### src/rtl/clpe_pkg.sv
// Package with command and status codes for the circular list position engine.
package clpe_pkg;

	typedef enum logic [2:0] {
		CMD_INS_FRONT = 3'd0,
		CMD_INS_BACK  = 3'd1,
		CMD_INS_POS   = 3'd2,
		CMD_DEL_FRONT = 3'd3,
		CMD_DEL_BACK  = 3'd4,
		CMD_DEL_POS   = 3'd5,
		CMD_DUMP      = 3'd6,
		CMD_NOP       = 3'd7
	} cmd_t;

	typedef enum logic [1:0] {
		ST_OK    = 2'd0,
		ST_RANGE = 2'd1,
		ST_EMPTY = 2'd2,
		ST_FULL  = 2'd3
	} status_t;

	typedef enum logic [2:0] {
		FSM_IDLE,
		FSM_WALK,
		FSM_LINK,
		FSM_DUMP,
		FSM_WRITE,
		FSM_RESULT
	} fsm_t;

	localparam int CMD_W    = 3;
	localparam int IN_VAL_W = 32;
	localparam int POS_W    = 8;
	localparam int OUT_VAL_W = 32;
	localparam int COUNT_W  = 5;

endpackage

### src/rtl/clpe_if.sv
// Valid/ready channel interfaces for command and result transactions.
interface clpe_cmd_if;
	import clpe_pkg::*;
	logic                valid;
	logic                ready;
	logic [CMD_W-1:0]    command;
	logic signed [IN_VAL_W-1:0] value;
	logic [POS_W-1:0]    position;
	modport source (output valid, command, value, position, input ready);
	modport sink   (input valid, command, value, position, output ready);
endinterface

interface clpe_res_if;
	import clpe_pkg::*;
	logic                 valid;
	logic                 ready;
	logic [1:0]           status;
	logic signed [OUT_VAL_W-1:0] element_value;
	logic                 element_valid;
	logic [COUNT_W-1:0]   element_count;
	logic                 last_result;
	modport source (output valid, status, element_value, element_valid, element_count,
		last_result, input ready);
	modport sink   (input valid, status, element_value, element_valid, element_count,
		last_result, output ready);
endinterface

### src/rtl/circular_list_position_engine_core.sv
// Circular singly linked list engine held in a slot store with per-slot links.
//
//   channel  direction  transaction
//   cmd      in         command, value, position
//   res      out        status, element_value, element_valid, element_count, last_result
//
// One command is worked at a time. Front inserts and front deletes pass through the
// walk, link, write and result states after acceptance. A command that needs the
// element before position p walks the links from the head, reading each link and then
// following it, as back and positional commands do. Rejected commands, unused
// commands and an empty dump go straight to the result state. A dump reads each
// element and then emits it as a result, holding while the sink is not free.
// Reset clears the slot map, head, tail and count; the memories need no clear.
// A result stalled at the sink holds the engine; the next command can be taken in
// the cycle after the final result of the current one has been delivered.
module circular_list_position_engine_core #(
	parameter int CAPACITY    = 16,
	parameter int VALUE_WIDTH = 32
) (
	input  logic        clk,
	input  logic        arst_n,
	clpe_cmd_if.sink    cmd,
	clpe_res_if.source  res
);
	import clpe_pkg::*;

	localparam int SW = (CAPACITY > 1) ? $clog2(CAPACITY) : 1;
	localparam int CW = $clog2(CAPACITY + 1);

	// Slot memories.
	logic [VALUE_WIDTH-1:0] val_mem [CAPACITY];
	logic [SW-1:0]          link_mem [CAPACITY];

	fsm_t state_q, state_d;
	logic [CAPACITY-1:0] free_q;
	logic [SW-1:0] head_q, tail_q;
	logic [CW-1:0] count_q;

	logic [2:0]             cmd_q;
	logic [VALUE_WIDTH-1:0] val_q;
	logic [CW:0]            pos_q;
	logic [CW:0]            step_q;   // current position of cur_q
	logic [SW-1:0]          cur_q;    // slot being visited
	logic [SW-1:0]          new_q;    // slot taken by an insert
	logic [SW-1:0]          pred_q;   // predecessor kept across the successor read
	logic [SW-1:0]          tgt_q;    // slot removed by a delete
	logic [SW-1:0]          link_mem_succ;
	logic [1:0]             st_q;
	logic                   rd_pend_q;

	// Result register.
	logic                   rv_q;
	logic [1:0]             rs_q;
	logic [OUT_VAL_W-1:0]   re_q;
	logic                   rev_q, rl_q;
	logic [CW-1:0]          rc_q;

	// Read ports with registered data.
	logic [SW-1:0]          rd_addr;
	logic [SW-1:0]          link_rd_s1;
	logic [VALUE_WIDTH-1:0] val_rd_s1;

	// Lowest free slot.
	logic [SW-1:0] free_slot;
	always_comb begin
		free_slot = '0;
		for (int i = CAPACITY - 1; i >= 0; i--) begin
			if (free_q[i]) begin
				free_slot = SW'(i);
			end
		end
	end

	// Decode of the incoming command: effective position and status.
	logic [CW:0] in_pos;
	logic [1:0]  in_st;
	logic        is_ins, is_del;
	always_comb begin
		is_ins = cmd.command == CMD_INS_FRONT || cmd.command == CMD_INS_BACK ||
			cmd.command == CMD_INS_POS;
		is_del = cmd.command == CMD_DEL_FRONT || cmd.command == CMD_DEL_BACK ||
			cmd.command == CMD_DEL_POS;
		case (cmd.command)
			CMD_INS_FRONT, CMD_DEL_FRONT: in_pos = (CW+1)'(1);
			CMD_INS_BACK:                 in_pos = (CW+1)'(count_q) + 1'b1;
			CMD_DEL_BACK:                 in_pos = (CW+1)'(count_q);
			default: begin
				if (cmd.position > 8'((1 << (CW + 1)) - 1)) begin
					in_pos = '1;
				end else begin
					in_pos = (CW+1)'(cmd.position);
				end
			end
		endcase
		in_st = ST_OK;
		if (is_ins) begin
			if (in_pos == '0 || in_pos > (CW+1)'(count_q) + 1'b1) begin
				in_st = ST_RANGE;
			end else if (count_q >= CW'(CAPACITY)) begin
				in_st = ST_FULL;
			end
		end else if (is_del) begin
			if (count_q == '0) begin
				in_st = ST_EMPTY;
			end else if (in_pos == '0 || in_pos > (CW+1)'(count_q)) begin
				in_st = ST_RANGE;
			end
		end
	end

	wire accept   = cmd.valid && cmd.ready;
	wire res_free = !rv_q || res.ready;

	// A new result is loaded when a dump element or a single result is ready.
	wire rv_set = res_free && ((state_q == FSM_DUMP && !rd_pend_q) || state_q == FSM_RESULT);

	// The walk stops once cur_q holds the element before the target position.
	wire walk_done = pos_q <= (CW+1)'(1) || step_q >= pos_q - 1'b1;

	assign cmd.ready = (state_q == FSM_IDLE) && !rv_q;

	// Next state.
	always_comb begin
		state_d = state_q;
		unique case (state_q)
			FSM_IDLE: begin
				if (accept) begin
					if (cmd.command == CMD_DUMP && count_q != '0) begin
						state_d = FSM_DUMP;
					end else if (in_st != ST_OK || (!is_ins && !is_del)) begin
						state_d = FSM_RESULT;
					end else begin
						state_d = FSM_WALK;
					end
				end
			end
			FSM_WALK: begin
				if (rd_pend_q) begin
					state_d = FSM_WALK;
				end else if (walk_done) begin
					state_d = FSM_LINK;
				end
			end
			FSM_LINK:   state_d = rd_pend_q ? FSM_LINK : FSM_WRITE;
			FSM_WRITE:  state_d = FSM_RESULT;
			FSM_RESULT: if (res_free) state_d = FSM_IDLE;
			FSM_DUMP: begin
				if (!rd_pend_q && res_free && step_q >= (CW+1)'(count_q)) begin
					state_d = FSM_IDLE;
				end
			end
			default: state_d = FSM_IDLE;
		endcase
	end

	// Read address of the memories.
	assign rd_addr = cur_q;

	always_ff @(posedge clk) begin
		link_rd_s1 <= link_mem[rd_addr];
		val_rd_s1  <= val_mem[rd_addr];
	end

	// Decode of the registered command: insert, front position and back insert.
	wire is_ins_q = cmd_q == CMD_INS_FRONT || cmd_q == CMD_INS_BACK || cmd_q == CMD_INS_POS;
	wire front_q  = pos_q == (CW+1)'(1);
	wire back_ins = is_ins_q && pos_q == (CW+1)'(count_q) + 1'b1;

	// Successor of the deleted node, read in the link state.
	assign link_mem_succ = link_rd_s1;

	// Memory writes happen in the link and write states.
	always_ff @(posedge clk) begin
		if (state_q == FSM_WRITE) begin
			if (is_ins_q) begin
				val_mem[new_q] <= val_q;
				if (count_q == '0) begin
					link_mem[new_q] <= new_q;
				end else if (front_q) begin
					link_mem[new_q] <= head_q;
				end else if (back_ins) begin
					link_mem[new_q] <= head_q;
				end else begin
					link_mem[new_q] <= link_rd_s1;
				end
			end
		end else if (state_q == FSM_LINK && !rd_pend_q) begin
			// Predecessor link updates; its old successor is in link_rd_s1.
			if (is_ins_q) begin
				if (count_q != '0) begin
					if (front_q) begin
						link_mem[tail_q] <= new_q;
					end else if (!back_ins) begin
						link_mem[cur_q] <= new_q;
					end else begin
						link_mem[tail_q] <= new_q;
					end
				end
			end else if (count_q != CW'(1)) begin
				if (front_q) begin
					link_mem[tail_q] <= link_rd_s1;
				end else begin
					link_mem[cur_q] <= link_mem_succ;
				end
			end
		end
	end

	// Control registers.
	always_ff @(posedge clk or negedge arst_n) begin
		if (!arst_n) begin
			state_q   <= FSM_IDLE;
			free_q    <= '1;
			head_q    <= '0;
			tail_q    <= '0;
			count_q   <= '0;
			rv_q      <= 1'b0;
			rd_pend_q <= 1'b0;
		end else begin
			state_q <= state_d;
			rv_q    <= rv_set || (rv_q && !res.ready);
			unique case (state_q)
				FSM_IDLE: begin
					if (accept) begin
						rd_pend_q <= 1'b1;
					end
				end
				FSM_WALK: begin
					if (rd_pend_q) begin
						rd_pend_q <= 1'b0;
					end else if (!walk_done) begin
						rd_pend_q <= 1'b1;
					end else if (!is_ins_q && !front_q && count_q != CW'(1)) begin
						rd_pend_q <= 1'b1;
					end
				end
				FSM_LINK: begin
					if (rd_pend_q) begin
						rd_pend_q <= 1'b0;
					end else if (!is_ins_q) begin
						count_q <= count_q - 1'b1;
						if (count_q == CW'(1) || front_q) begin
							free_q[head_q] <= 1'b1;
							if (count_q != CW'(1)) begin
								head_q <= link_rd_s1;
							end
						end else begin
							free_q[tgt_q] <= 1'b1;
							if (tgt_q == tail_q) begin
								tail_q <= cur_q;
							end
						end
					end
				end
				FSM_WRITE: begin
					// Insert bookkeeping follows the memory writes that use the old head.
					if (is_ins_q) begin
						free_q[new_q] <= 1'b0;
						count_q <= count_q + 1'b1;
						if (count_q == '0) begin
							head_q <= new_q;
							tail_q <= new_q;
						end else if (front_q) begin
							head_q <= new_q;
						end else if (back_ins) begin
							tail_q <= new_q;
						end
					end
				end
				FSM_DUMP: begin
					if (rd_pend_q) begin
						rd_pend_q <= 1'b0;
					end else if (res_free) begin
						if (step_q < (CW+1)'(count_q)) begin
							rd_pend_q <= 1'b1;
						end
					end
				end
				default: ;
			endcase
		end
	end

	// Payload registers of the walk and the result.
	always_ff @(posedge clk) begin
		unique case (state_q)
			FSM_IDLE: begin
				cmd_q  <= cmd.command;
				val_q  <= VALUE_WIDTH'(cmd.value);
				pos_q  <= in_pos;
				st_q   <= in_st;
				new_q  <= free_slot;
				cur_q  <= head_q;
				step_q <= (CW+1)'(1);
			end
			FSM_WALK: begin
				if (!rd_pend_q) begin
					if (!walk_done) begin
						cur_q  <= link_rd_s1;
						step_q <= step_q + 1'b1;
					end else if (!is_ins_q && !front_q && count_q != CW'(1)) begin
						// Read the successor of the target.
						tgt_q <= link_rd_s1;
						cur_q <= link_rd_s1;
					end
				end
			end
			FSM_LINK: begin
				if (rd_pend_q && !is_ins_q && !front_q && count_q != CW'(1)) begin
					cur_q <= pred_q;
				end
			end
			FSM_DUMP: begin
				if (!rd_pend_q && res_free) begin
					cur_q  <= link_rd_s1;
					step_q <= step_q + 1'b1;
				end
			end
			default: ;
		endcase
	end

	// Predecessor kept across the successor read.
	always_ff @(posedge clk) begin
		if (state_q == FSM_WALK && !rd_pend_q) begin
			pred_q <= cur_q;
		end
	end

	// Result payload.
	always_ff @(posedge clk) begin
		if (state_q == FSM_DUMP && !rd_pend_q && res_free) begin
			rs_q  <= ST_OK;
			re_q  <= OUT_VAL_W'(val_rd_s1);
			rev_q <= 1'b1;
			rl_q  <= step_q >= (CW+1)'(count_q);
			rc_q  <= count_q;
		end else if (state_q == FSM_RESULT && res_free) begin
			rs_q  <= st_q;
			re_q  <= '0;
			rev_q <= 1'b0;
			rl_q  <= 1'b1;
			rc_q  <= count_q;
		end
	end

	assign res.valid         = rv_q;
	assign res.status        = rs_q;
	assign res.element_value = re_q;
	assign res.element_valid = rev_q;
	assign res.element_count = COUNT_W'(rc_q);
	assign res.last_result   = rl_q;

endmodule
### src/flat_wrapper.sv
// flat-port wrapper written by rule: the top's interface ports become plain ports
module circular_list_position_engine_core_flat import clpe_pkg::*;
#(
	parameter int CAPACITY    = 16,
	parameter int VALUE_WIDTH = 32
)
  (clk, arst_n, cmd_valid, cmd_command, cmd_value, cmd_position, cmd_ready, res_valid, res_status, res_element_value, res_element_valid, res_element_count, res_last_result, res_ready);
  clpe_cmd_if cmd_i ();
  clpe_res_if res_i ();
  input  logic clk;
  input  logic arst_n;
  input wire logic [$bits(cmd_i.valid)-1:0] cmd_valid;
  input wire logic [$bits(cmd_i.command)-1:0] cmd_command;
  input wire logic [$bits(cmd_i.value)-1:0] cmd_value;
  input wire logic [$bits(cmd_i.position)-1:0] cmd_position;
  output wire logic [$bits(cmd_i.ready)-1:0] cmd_ready;
  output wire logic [$bits(res_i.valid)-1:0] res_valid;
  output wire logic [$bits(res_i.status)-1:0] res_status;
  output wire logic [$bits(res_i.element_value)-1:0] res_element_value;
  output wire logic [$bits(res_i.element_valid)-1:0] res_element_valid;
  output wire logic [$bits(res_i.element_count)-1:0] res_element_count;
  output wire logic [$bits(res_i.last_result)-1:0] res_last_result;
  input wire logic [$bits(res_i.ready)-1:0] res_ready;
  assign cmd_i.valid = cmd_valid;
  assign cmd_i.command = cmd_command;
  assign cmd_i.value = cmd_value;
  assign cmd_i.position = cmd_position;
  assign cmd_ready = cmd_i.ready;
  assign res_valid = res_i.valid;
  assign res_status = res_i.status;
  assign res_element_value = res_i.element_value;
  assign res_element_valid = res_i.element_valid;
  assign res_element_count = res_i.element_count;
  assign res_last_result = res_i.last_result;
  assign res_i.ready = res_ready;
  circular_list_position_engine_core #(.CAPACITY(CAPACITY), .VALUE_WIDTH(VALUE_WIDTH)) u_core (.clk(clk), .arst_n(arst_n), .cmd(cmd_i), .res(res_i));
endmodule
### config.mk
export PLATFORM = sky130hd
export DESIGN_NAME = circular_list_position_engine_core_flat
export DESIGN_NICKNAME = d
export VERILOG_FILES = /design/src/rtl/clpe_pkg.sv /design/src/rtl/clpe_if.sv /design/src/rtl/circular_list_position_engine_core.sv /design/src/flat_wrapper.sv
export SDC_FILE = /design/constraint.sdc
export NUM_CORES = 1
export LEC_CHECK = 0
export BUFFER_PORTS_ARGS = -buffer_cell sky130_fd_sc_hd__buf_2
export CAP_MARGIN = 20
export CORE_UTILIZATION = 50
export CTS_CLUSTER_DIAMETER = 40
export DETAILED_ROUTE_END_ITERATION = 8
export MAX_ROUTING_LAYER = met4
export PLACE_DENSITY_LB_ADDON = 0.05
export SLEW_MARGIN = 40
export SYNTH_ARGS = -nofsm -noshare
export SYNTH_HDL_FRONTEND = slang
export SYNTH_SLANG_ARGS = --single-unit
### constraint.sdc
create_clock -name clk -period 6.38 [get_ports clk]
set_input_delay 1.914 -clock clk [delete_from_list [all_inputs] [get_ports clk]]
set_output_delay 1.914 -clock clk [all_outputs]
set_load 0.03 [all_outputs]
==> flow_summary.yaml, run 1 <==
worst_setup_path:
  path_class: "in2reg"
  cp_slowest_stage_delay_ps: 420
  path_max_fanout: 3
  crit_path_top_delay_cell: "a221o_1"
  r2r_start: "u_core.count_q[0]"
  reg2reg_to: "u_core.state_q[2]"
  regToRegSetupSlack_ps: 2410
  endpoint: "u_core.state_q[2]"
  cp-start-kind: "input port"
  crit_path_cell_trace: "buf_2 > or3_1 > nand2_1 > o31ai_1 > a22oi_1 > inv_1 > ha_1 > and4_1 > a21oi_1 > a32oi_1 > a2111oi_1 > a221o_1 > o31a_1"
  critPathArrivalTime_ps: 4740
  ff2ff_path_depth: 12
  worstPathRequired_ps: 6910
  crit_path_end_kind: "register"
  setup.worst_path.start: "cmd_position[5]"
sta:
  timing.fmax_mhz: 238
  finalCritPeriodShare: 0.660
  maxSlewHeadroom: 0.428
  grt_setup_unrepaired: "no"
  slew_violations: 0
  setup_viol: 0
  timing.final.crit_period_ps: 4210
  finalSetupTns_ps: 0
  hold_viol_final: 0
  worst_pin_slew_ps: 858
  final.setup.worst_slack_ps: 2170
  fin_skew_ps: 23.3
floorplan:
  die_w_um: 247
  fp-row-count: 89
  die_area_um2: 60800
  ios: 90
  chipHeight_um: 247
  core_area_um2: 59000
  initial_core_util: 0.507
route:
  wl_per_cell_um: 26.7
  vias: 15400
  wl_um: 69200
  drcViolationCount: 0
  drt_first_pass_iters: 5
  vias_per_cell: 5.93
  drtIter0Drc: 1218
  ant_nets: 0
placement:
  place_area_um2: 31600
  globalplace.congestion: 0.916
  hpwl_um: 39300
  pre_cts_slack_ps: 1570
  port_buffers: 89
clocking:
  htree_levels: 3
  cts_resized: 0
  cts_sinks: 752
  clock_path_buffers: 3
  path_clk_slew_ps: 60
  holdBufCountCts: 0
  cts-buffers-inserted: 103
  clock-root-buffer: "clkbuf_16"
  clock_latency_ps: 650
  cts_tree: "yes"
  cts_setup_buffers: 0
power:
  irDropWorstVdd_uv: 359
  leakage_nw: 11.9
  powerDensity_nw_per_um2: 492
global_route:
  grt_max_degree: 65
  grt-ovfl-total: 0
  grt_pass1_vias: 15800
  antenna_found_initial: 1
  track_usage: 0.242
  grt_pass1_wl_um: 103000
yosys:
  async_flop_share: 0.0452
  syn_area_per_cell_um2: 19.1
  synth_nets: 1644
  synth_seq_cells: 752
  ys_seq_area_frac: 0.737
  ys_warn_count: 0
  synth_cell_types: 79
  syn_area_um2: 29900
  synth_edf_count: 679
  synthCells: 1569
  ys.flop_type: "edfxtp_1"
hold_path:
  hold_path_class: "reg2reg"
cells_and_area:
  drive_gt1_frac: 0.305
  final_cell_mix: "edfxtp_1, mux4_2, clkbuf_16"
  diodes: 0
  layout.nets: 1808
  final_common_cell: "edfxtp_1"
  area_growth_pct: 18.6
  final_area_um2: 35500
  fillCellCount: 4297
flow_run:
  cap_violations: 0
run_status:
  status: "finished, final reports clean"
-- cell type report --
type / instances / area (um2) / share of cell area
clock buffers: 115 / 2690 / 0.0759
clock inverters: 80 / 1180 / 0.0332
inverters: 30 / 113 / 0.00317
multi-input cells: 711 / 7550 / 0.213
flip-flops and latches: 752 / 22000 / 0.621
well taps: 773 / 967 / 0.0273
repair buffers: 135 / 926 / 0.0261
-- sequential cells by signal (all words and copies together) (netlist names), 3 cells and up --
signal                    count
u_core.pos_q                  6
u_core.res.element_count      5
u_core.cur_q                  4
u_core.cmd_q                  3
u_core.tgt_q                  4
u_core.val_mem              512
u_core.link_mem              64
u_core.free_q                16
u_core.count_q                5
u_core.val_q                 32
u_core.link_mem_succ          4
u_core.res.element_value     32
u_core.head_q                 4
u_core.state_q                3
u_core.tail_q                 4
u_core.pred_q                 4
u_core.step_q                 6
u_core.new_q                  4
u_core.val_rd_s1             32
-- kinds of logic (layout without fill, tap and decap cells) --
logic type,count (synthesis),count (layout),synth area share
DFF,752,752,0.737
and+or+nand+nor,291,291,0.0509
muxes,185,185,0.137
AOI/OAI and AO/OA,182,182,0.0409
buffers and inverters,106,360,0.0144
adders and majority gates,29,29,0.0121
xor gates and xnor gates,24,24,0.00703
-- how the worst min path moves through the flow --
stage	startpoint	end	cells after the start
after floorplan	u_core.link_mem_succ[0]	u_core.tgt_q[0]	0
after global placement	u_core.res.element_valid	u_core.res.element_valid	1
after detailed placement	u_core.res.element_valid	u_core.res.element_valid	1
after CTS	u_core.res.element_valid	u_core.res.element_valid	1
after global routing	u_core.res.element_valid	u_core.res.element_valid	1
final	u_core.res.element_valid	u_core.res.element_valid	1
-- per-layer routing --
| metal | routed length, um | up-vias | part of all wire | GRT usage |
|---|---|---|---|---|
| li1 | - | 6750 | - | - |
| met1 | 30300 | 8050 | 0.44 | 0.333 |
| met2 | 33700 | 482 | 0.49 | 0.378 |
| met3 | 3380 | 120 | 0.049 | 0.0361 |
| met4 | 1770 | 0 | 0.026 | 0.0717 |
| met5 | 0 | - | 0 | - |
-- metrics by stage --
step           power, mW  instances  hold slack (ps)   util
6_report            17.5       2596              451  0.601
5_1_grt             18.2       2596              480  0.601
4_1_cts             17.6       2595              459  0.600
3_5_place_dp        11.3       2400              446  0.535
3_3_place_gp        11.2       2391              436  0.532
2_1_floorplan       9.94       1569              431      -
-- cell usage after synthesis (all sizes together) (3+ instances only) --
cell type / n / area [um2]
nor2: 86 / 323
xnor2: 14 / 123
o21ai: 31 / 159
nand3b: 3 / 22.5
nand4: 3 / 18.8
nor4b: 4 / 56.3
nor3: 21 / 115
o32ai: 5 / 43.8
and2: 38 / 240
o21bai: 6 / 45.0
nor2b: 12 / 82.6
a21boi: 3 / 22.5
o41ai: 4 / 35.0
xor2: 10 / 87.6
a22oi: 5 / 37.5
nand2b: 13 / 81.3
nand3: 23 / 120
inv: 30 / 113
nor4: 7 / 58.8
dfxtp: 39 / 781
nand2: 52 / 195
o22ai: 8 / 50.1
a221oi: 5 / 43.8
a31oi: 6 / 37.5
buf: 19 / 105
a2bb2oi: 7 / 61.3
o31ai: 7 / 52.6
o21a: 3 / 22.5
a211oi: 9 / 77.6
mux4: 180 / 4050
and3: 11 / 68.8
a21o: 9 / 67.6
dfstp: 16 / 420
or3: 6 / 37.5
clkbuf: 57 / 214
dfrtp: 18 / 450
mux2i: 3 / 30.0
ha: 28 / 350
edfxtp: 679 / 20400
a21oi: 50 / 250
o211ai: 3 / 22.5
-- critical path: cells and delay by family --
kind	cells	cell delay, ps
AO/OA/AOI/OAI	7	1570
adder cells (fa/ha/maj)	1	320
buffers and inverters	2	230
AND/OR/NAND/NOR	3	700
-- power by group --
part	leakage (nW)	switching [mW]	internal [mW]	total, mW
registers	6.87	0.702	6.40	7.10
logic	3.18	2.23	1.84	4.07
clock network	1.85	2.26	4.04	6.29
(Power assumes the default switching activity.)
==> run 2, diff against run 1 <==
- ABC_AREA: default -> 1
- clock period: 6.38 -> 3.5 ns (I/O delays scaled with it)
==> run 2 against run 1 <==
  * Wire length is 14% higher
  * Power is 90% higher
  * Synthesized cell count is 59% higher
  * Global-route usage is 1.8 points higher
  * First-iteration DRC count is 43% higher
  * Critical path type is now reg2reg
  * Critical endpoint is now u_core.link_mem[4][2]
  * Largest cell class unchanged
==> flow_summary.yaml, run 2 <==
clocking:
  htree_levels: 3
  cts-buffers-inserted: 107
  cts_setup_buffers: 0
  clock_latency_ps: 680
  holdBufCountCts: 0
  clock-root-buffer: "clkbuf_16"
  clock_path_buffers: 3
  path_clk_slew_ps: 50
  cts_sinks: 752
  cts_tree: "yes"
  cts_resized: 0
sta:
  fin_skew_ps: 45.7
  hold_viol_final: 0
  slew_violations: 0
  timing.fmax_mhz: 327
  finalCritPeriodShare: 0.873
  grt_setup_unrepaired: "no"
  finalSetupTns_ps: 0
  worst_pin_slew_ps: 806
  setup_viol: 0
  timing.final.crit_period_ps: 3050
  maxSlewHeadroom: 0.463
worst_setup_path:
  regToRegSetupSlack_ps: 450
  cp_num_buf_inv: 2
  worstPathRequired_ps: 3840
  ff2ff_path_depth: 13
  path_common_cell: "nand2_1"
  reg2reg_to: "u_core.link_mem[4][2]"
  path_class: "reg2reg"
  path_max_fanout: 14
  crit_path_top_delay_cell: "dfrtp_1"
  critPathArrivalTime_ps: 3390
  cp-start-kind: "register"
  r2r_start: "u_core.count_q[1]"
  crit_family: "simple AND/OR/NAND/NOR gates"
  cp_slowest_stage_delay_ps: 470
  crit_path_end_kind: "register"
  crit_path_cell_trace: "inv_1 > ha_1 > nand3_2 > clkinv_1 > nor3_2 > nand2_1 > nand3_4 > nand2_1 > nand2_1 > nand2_1 > nand2_2 > nand3_2 > nor2_1"
route:
  wl_per_cell_um: 22.5
  vias: 20300
  wl_um: 78700
  drtIter0Drc: 1739
  vias_per_cell: 5.80
  drcViolationCount: 0
  ant_nets: 0
  drt_first_pass_iters: 7
yosys:
  ys_top_cells_by_count: "edfxtp_1, nor2_1, o21ai_0"
  ys_warn_count: 0
  synth_nets: 2574
  synth_top_area_cell: "edfxtp_1"
  synthAdderAreaFrac: 0.0114
  synth_compound_area_frac: 0.119
  syn_area_um2: 30800
  synth.area.top_cells: "edfxtp_1, o21ai_0, nor2_1, o221ai_1, nand2_1"
  ys.flop_type: "edfxtp_1"
  synth_cell_types: 55
  synthCells: 2499
  synth_seq_cells: 752
  yosysMostFrequentCell: "edfxtp_1"
  synthXorXnorAreaFrac: 0.00426
  synth_top_family_by_area: "compound AO/OA/AOI/OAI gates"
  synth_edf_count: 679
  syn_area_per_cell_um2: 12.3
  netlist.area_leader.share: 0.661
  async_flop_share: 0.0452
  ys_seq_area_frac: 0.714
  yosys-mux-area-fraction: 0
  yosys.area_share.simple: 0.115
cells_and_area:
  layout.nets: 2698
  final_common_cell: "edfxtp_1"
  stdcell_count: 3499
  largest_reg_flops: 512
  final_cell_mix: "edfxtp_1, nor2_1, o21ai_0"
  top_register: "u_core.val_mem"
  top_regs: "u_core.val_mem x512, u_core.link_mem x64"
  diodes: 0
  area_growth_pct: 17.8
  drive_gt1_frac: 0.163
  fillCellCount: 4797
  post-route-util: 0.599
floorplan:
  chipHeight_um: 250
  fp-row-count: 90
  die_w_um: 250
  initial_core_util: 0.508
  ios: 90
  die_area_um2: 62700
  core_area_um2: 60700
placement:
  globalplace.congestion: 0.870
  port_buffers: 89
  dp_cells: 3295
  hpwl_um: 42600
flow_run:
  cap_violations: 0
global_route:
  grt_max_degree: 209
  antenna_found_initial: 1
  track_usage: 0.260
  grt_pass1_vias: 19900
  grt_pass1_wl_um: 120000
  grt-ovfl-total: 0
hold_path:
  hold_path_class: "in2async"
run_status:
  status: "finished, final reports clean"
power:
  powerDensity_nw_per_um2: 915
  leakage_nw: 12.9
  irDropWorstVdd_uv: 693
  power.total_mw: 33.3
==> run 2: cell count changes in the layout (fill, tap and decap cells not counted), sizes merged, moves of 17 or more <==
cell	before	now
and2	38	0
buf	135	152
inv	49	158
mux4	180	0
nand2	52	261
nand3	23	80
nor2	86	445
o211ai	3	43
o21ai	31	334
o221ai	0	109
o22ai	8	48
==> run 2: cell families after synthesis <==
group,after synthesis
AO/OA/AOI/OAI,602
buffers and inverters,280
flip-flops,752
adder cells (fa/ha/maj),28
XOR/XNOR,15
AND/OR/NAND/NOR,822
==> run 2: routing by layer <==
layer | track usage | up-vias | share of wire
met1 | 0.363 | 10100 | 0.45
met4 | 0.0717 | 0 | 0.019
li1 | - | 9397 | -
met5 | - | - | 0
met3 | 0.0368 | 128 | 0.057
met2 | 0.402 | 638 | 0.47
==> run 2: worst max path at each step <==
| stage | start | endpoint | cells past startpoint |
|---|---|---|---|
| floorplan | u_core.state_q[0] | u_core.val_mem[12][0] | 7 |
| CTS | u_core.count_q[1] | u_core.link_mem[4][2] | 14 |
| detailed placement | cmd_command[0] | u_core.state_q[2] | 21 |
| global route | u_core.count_q[1] | u_core.link_mem[4][2] | 13 |
| global placement | cmd_command[0] | u_core.state_q[2] | 21 |
| finish | u_core.count_q[1] | u_core.link_mem[4][2] | 13 |
==> run 2: cell type report <==
type	count	area (um2)	share of cell area
multi-input cells	1467	7870	0.216
clock inverters	79	1040	0.0285
clock buffers	124	2740	0.0754
flip-flops and latches	752	22000	0.606
inverters	143	556	0.0153
well taps	782	978	0.0269
repair buffers	152	1130	0.0311
==> run 2: metrics by stage <==
step           hold slack (ps)  setup slack (ps)  cell area (um2)
4_1_cts                    355               421            36300
6_report                   364               446            36400
2_1_floorplan              408             -1280            30900
3_5_place_dp               434              7.61            32500
3_3_place_gp               420              68.9            32500
5_1_grt                    380               186            36400
==> run 2: report_power, final <==
part | internal, mW | switching (mW)
sequential | 11.6 | 1.10
clock | 6.93 | 4.20
combinational | 2.76 | 6.61
total | 21.3 | 11.9
==> run 3, diff against run 2 <==
- CTS_BUF_LIST: default -> sky130_fd_sc_hd__clkbuf_8
==> run 3 against run 2 <==
  * Global-route usage up 0.35 points
  * Sequential cell count unchanged
  * Critical path depth unchanged
  * Via count up 0.96%
  * Combinational power about the same
  * Clock skew down 16 ps
  * Clock power down 32%
  * Maximum frequency down 0.88%
  * Clock-buffer cell count up 19
==> flow_summary.yaml, run 3 (synthesized netlist as in run 2, its figures left out) <==
run_status:
  status: "finished, final reports clean"
cells_and_area:
  largest_reg_flops: 512
  final_cell_mix: "edfxtp_1, nor2_1, o21ai_0"
  multiInputGateArea_um2: 7870
  top_regs: "u_core.val_mem x512, u_core.link_mem x64"
  drive_gt1_frac: 0.156
  fillCellCount: 4988
  layout.nets: 2722
  top_register: "u_core.val_mem"
  ff_latch_area_um2: 22000
  post-route-util: 0.578
  final_common_cell: "edfxtp_1"
  area_growth_pct: 13.7
sta:
  worst_pin_slew_ps: 803
  fin_hold_ws_ps: 257
  hold_viol_final: 0
  finalCritPeriodShare: 0.880
  timing.fmax_mhz: 325
  grt_setup_unrepaired: "no"
  timing.final.crit_period_ps: 3080
  maxSlewHeadroom: 0.465
  slew_violations: 0
  finalSetupTns_ps: 0
  setup_viol: 0
  fin_skew_ps: 29.3
global_route:
  grt_pass1_wl_um: 120000
  grt_pass1_vias: 20100
  grt-ovfl-total: 0
  track_usage: 0.264
  grt_max_degree: 209
  antenna_found_initial: 2
worst_setup_path:
  setup.worst_path.start: "u_core.count_q[1]"
  cp_slowest_stage_delay_ps: 470
  path_common_cell: "nand2_1"
  crit_family: "simple AND/OR/NAND/NOR gates"
  critPathArrivalTime_ps: 3520
  reg2reg_to: "u_core.link_mem[4][1]"
  r2r_start: "u_core.count_q[1]"
  crit_path_cell_trace: "inv_1 > ha_1 > nand3_2 > clkinv_1 > nor3_2 > nand2_1 > nand3_4 > nand2_1 > nand2_1 > nand2_1 > nand2_2 > nand3_2 > nor2_1"
  endpoint: "u_core.link_mem[4][1]"
  worstPathRequired_ps: 3940
  cp-start-kind: "register"
  path_max_fanout: 14
  crit_path_top_delay_cell: "dfrtp_1"
  cp.depth: 13
  crit_path_end_kind: "register"
  ff2ff_path_depth: 13
  cp_num_buf_inv: 2
  regToRegSetupSlack_ps: 420
  path_class: "reg2reg"
clocking:
  clock_path_buffers: 3
  clock-root-buffer: "clkbuf_8"
  cts_tree: "yes"
  cts_sinks: 752
  htree_levels: 4
  cts_resized: 0
  holdBufCountCts: 0
  cts-buffers-inserted: 131
  path_clk_slew_ps: 60
  cts_setup_buffers: 0
  clock_latency_ps: 780
route:
  wl_per_cell_um: 22.5
  vias: 20500
  drcViolationCount: 0
  ant_nets: 0
  drtIter0Drc: 1732
  drt_first_pass_iters: 5
  wl_um: 79500
  vias_per_cell: 5.79
placement:
  hpwl_um: 42600
  port_buffers: 89
  globalplace.congestion: 0.870
power:
  irDropWorstVdd_uv: 525
  leakage_nw: 12.5
  powerDensity_nw_per_um2: 847
floorplan:
  ios: 90
  core_area_um2: 60700
  chipHeight_um: 250
  initial_core_util: 0.508
  die_w_um: 250
  fp-row-count: 90
  die_area_um2: 62700
hold_path:
  hold_path_class: "in2async"
flow_run:
  cap_violations: 0
## run 3: cell types whose count changed in the layout (fill, tap and decap cells not counted), sizes merged
| cell | change |
|---|---|
| clkbuf | +19 |
| inv | +41 |
| bufinv | -13 |
| diode | +1 |
| clkinv | -3 |
| clkinvlp | -5 |
## run 3: final cells by class
type,instances,area share
Clock buffer,143,0.0561
Clock inverter,99,0.0151
Sequential cell,752,0.628
Antenna cell,1,0.0000713
Timing Repair Buffer,152,0.0323
Inverter,143,0.0158
Multi-Input combinational cell,1467,0.224
Tap cell,782,0.0279
## run 3: power breakdown
part	internal (mW)	total, mW	switching [mW]
logic	2.76	9.40	6.64
registers	11.6	12.7	1.10
clock network	4.01	7.57	3.56
## run 3: worst min path at each step
stage / startpoint / endpoint / slack (ps) / cells past startpoint
2_1_floorplan: u_core.link_mem_succ[2] / u_core.tgt_q[2] / 410 / 0
3_3_place_gp: u_core.link_mem_succ[2] / u_core.tgt_q[2] / 420 / 0
3_5_place_dp: u_core.link_mem_succ[2] / u_core.tgt_q[2] / 430 / 0
4_1_cts: arst_n / u_core.head_q[0] / 210 / 1
5_1_grt: arst_n / u_core.head_q[0] / 250 / 1
6_report: arst_n / u_core.tail_q[1] / 260 / 1
## run 3: worst register-to-register path: cells and delay by family, from the launching register on
| kind | cells | cell delay (ps) |
|---|---|---|
| flip-flops | 1 | 470 |
| buffers and inverters | 2 | 340 |
| adder cells (fa/ha/maj) | 1 | 270 |
| AND/OR/NAND/NOR | 10 | 1670 |
## run 3: metal layers
layer  global-route usage  wire (um)  vias to the layer above
li1                     -          -                     9449
met1                0.361      36300                    10200
met2                0.401      36900                      680
met3               0.0455       4530                      146
met4               0.0894       1790                        0
met5                    -          0                        -
## run 3: through the flow
stage,total power [mW],instances,setup slack [ps],cell area (um2)
finish,29.7,3539,419,35100
global route,31.4,3539,151,35100
CTS,29.9,3537,367,35000
detailed placement,22.2,3295,7.61,32500
global placement,22.1,3295,68.9,32500
floorplan,18.8,2499,-1280,30900
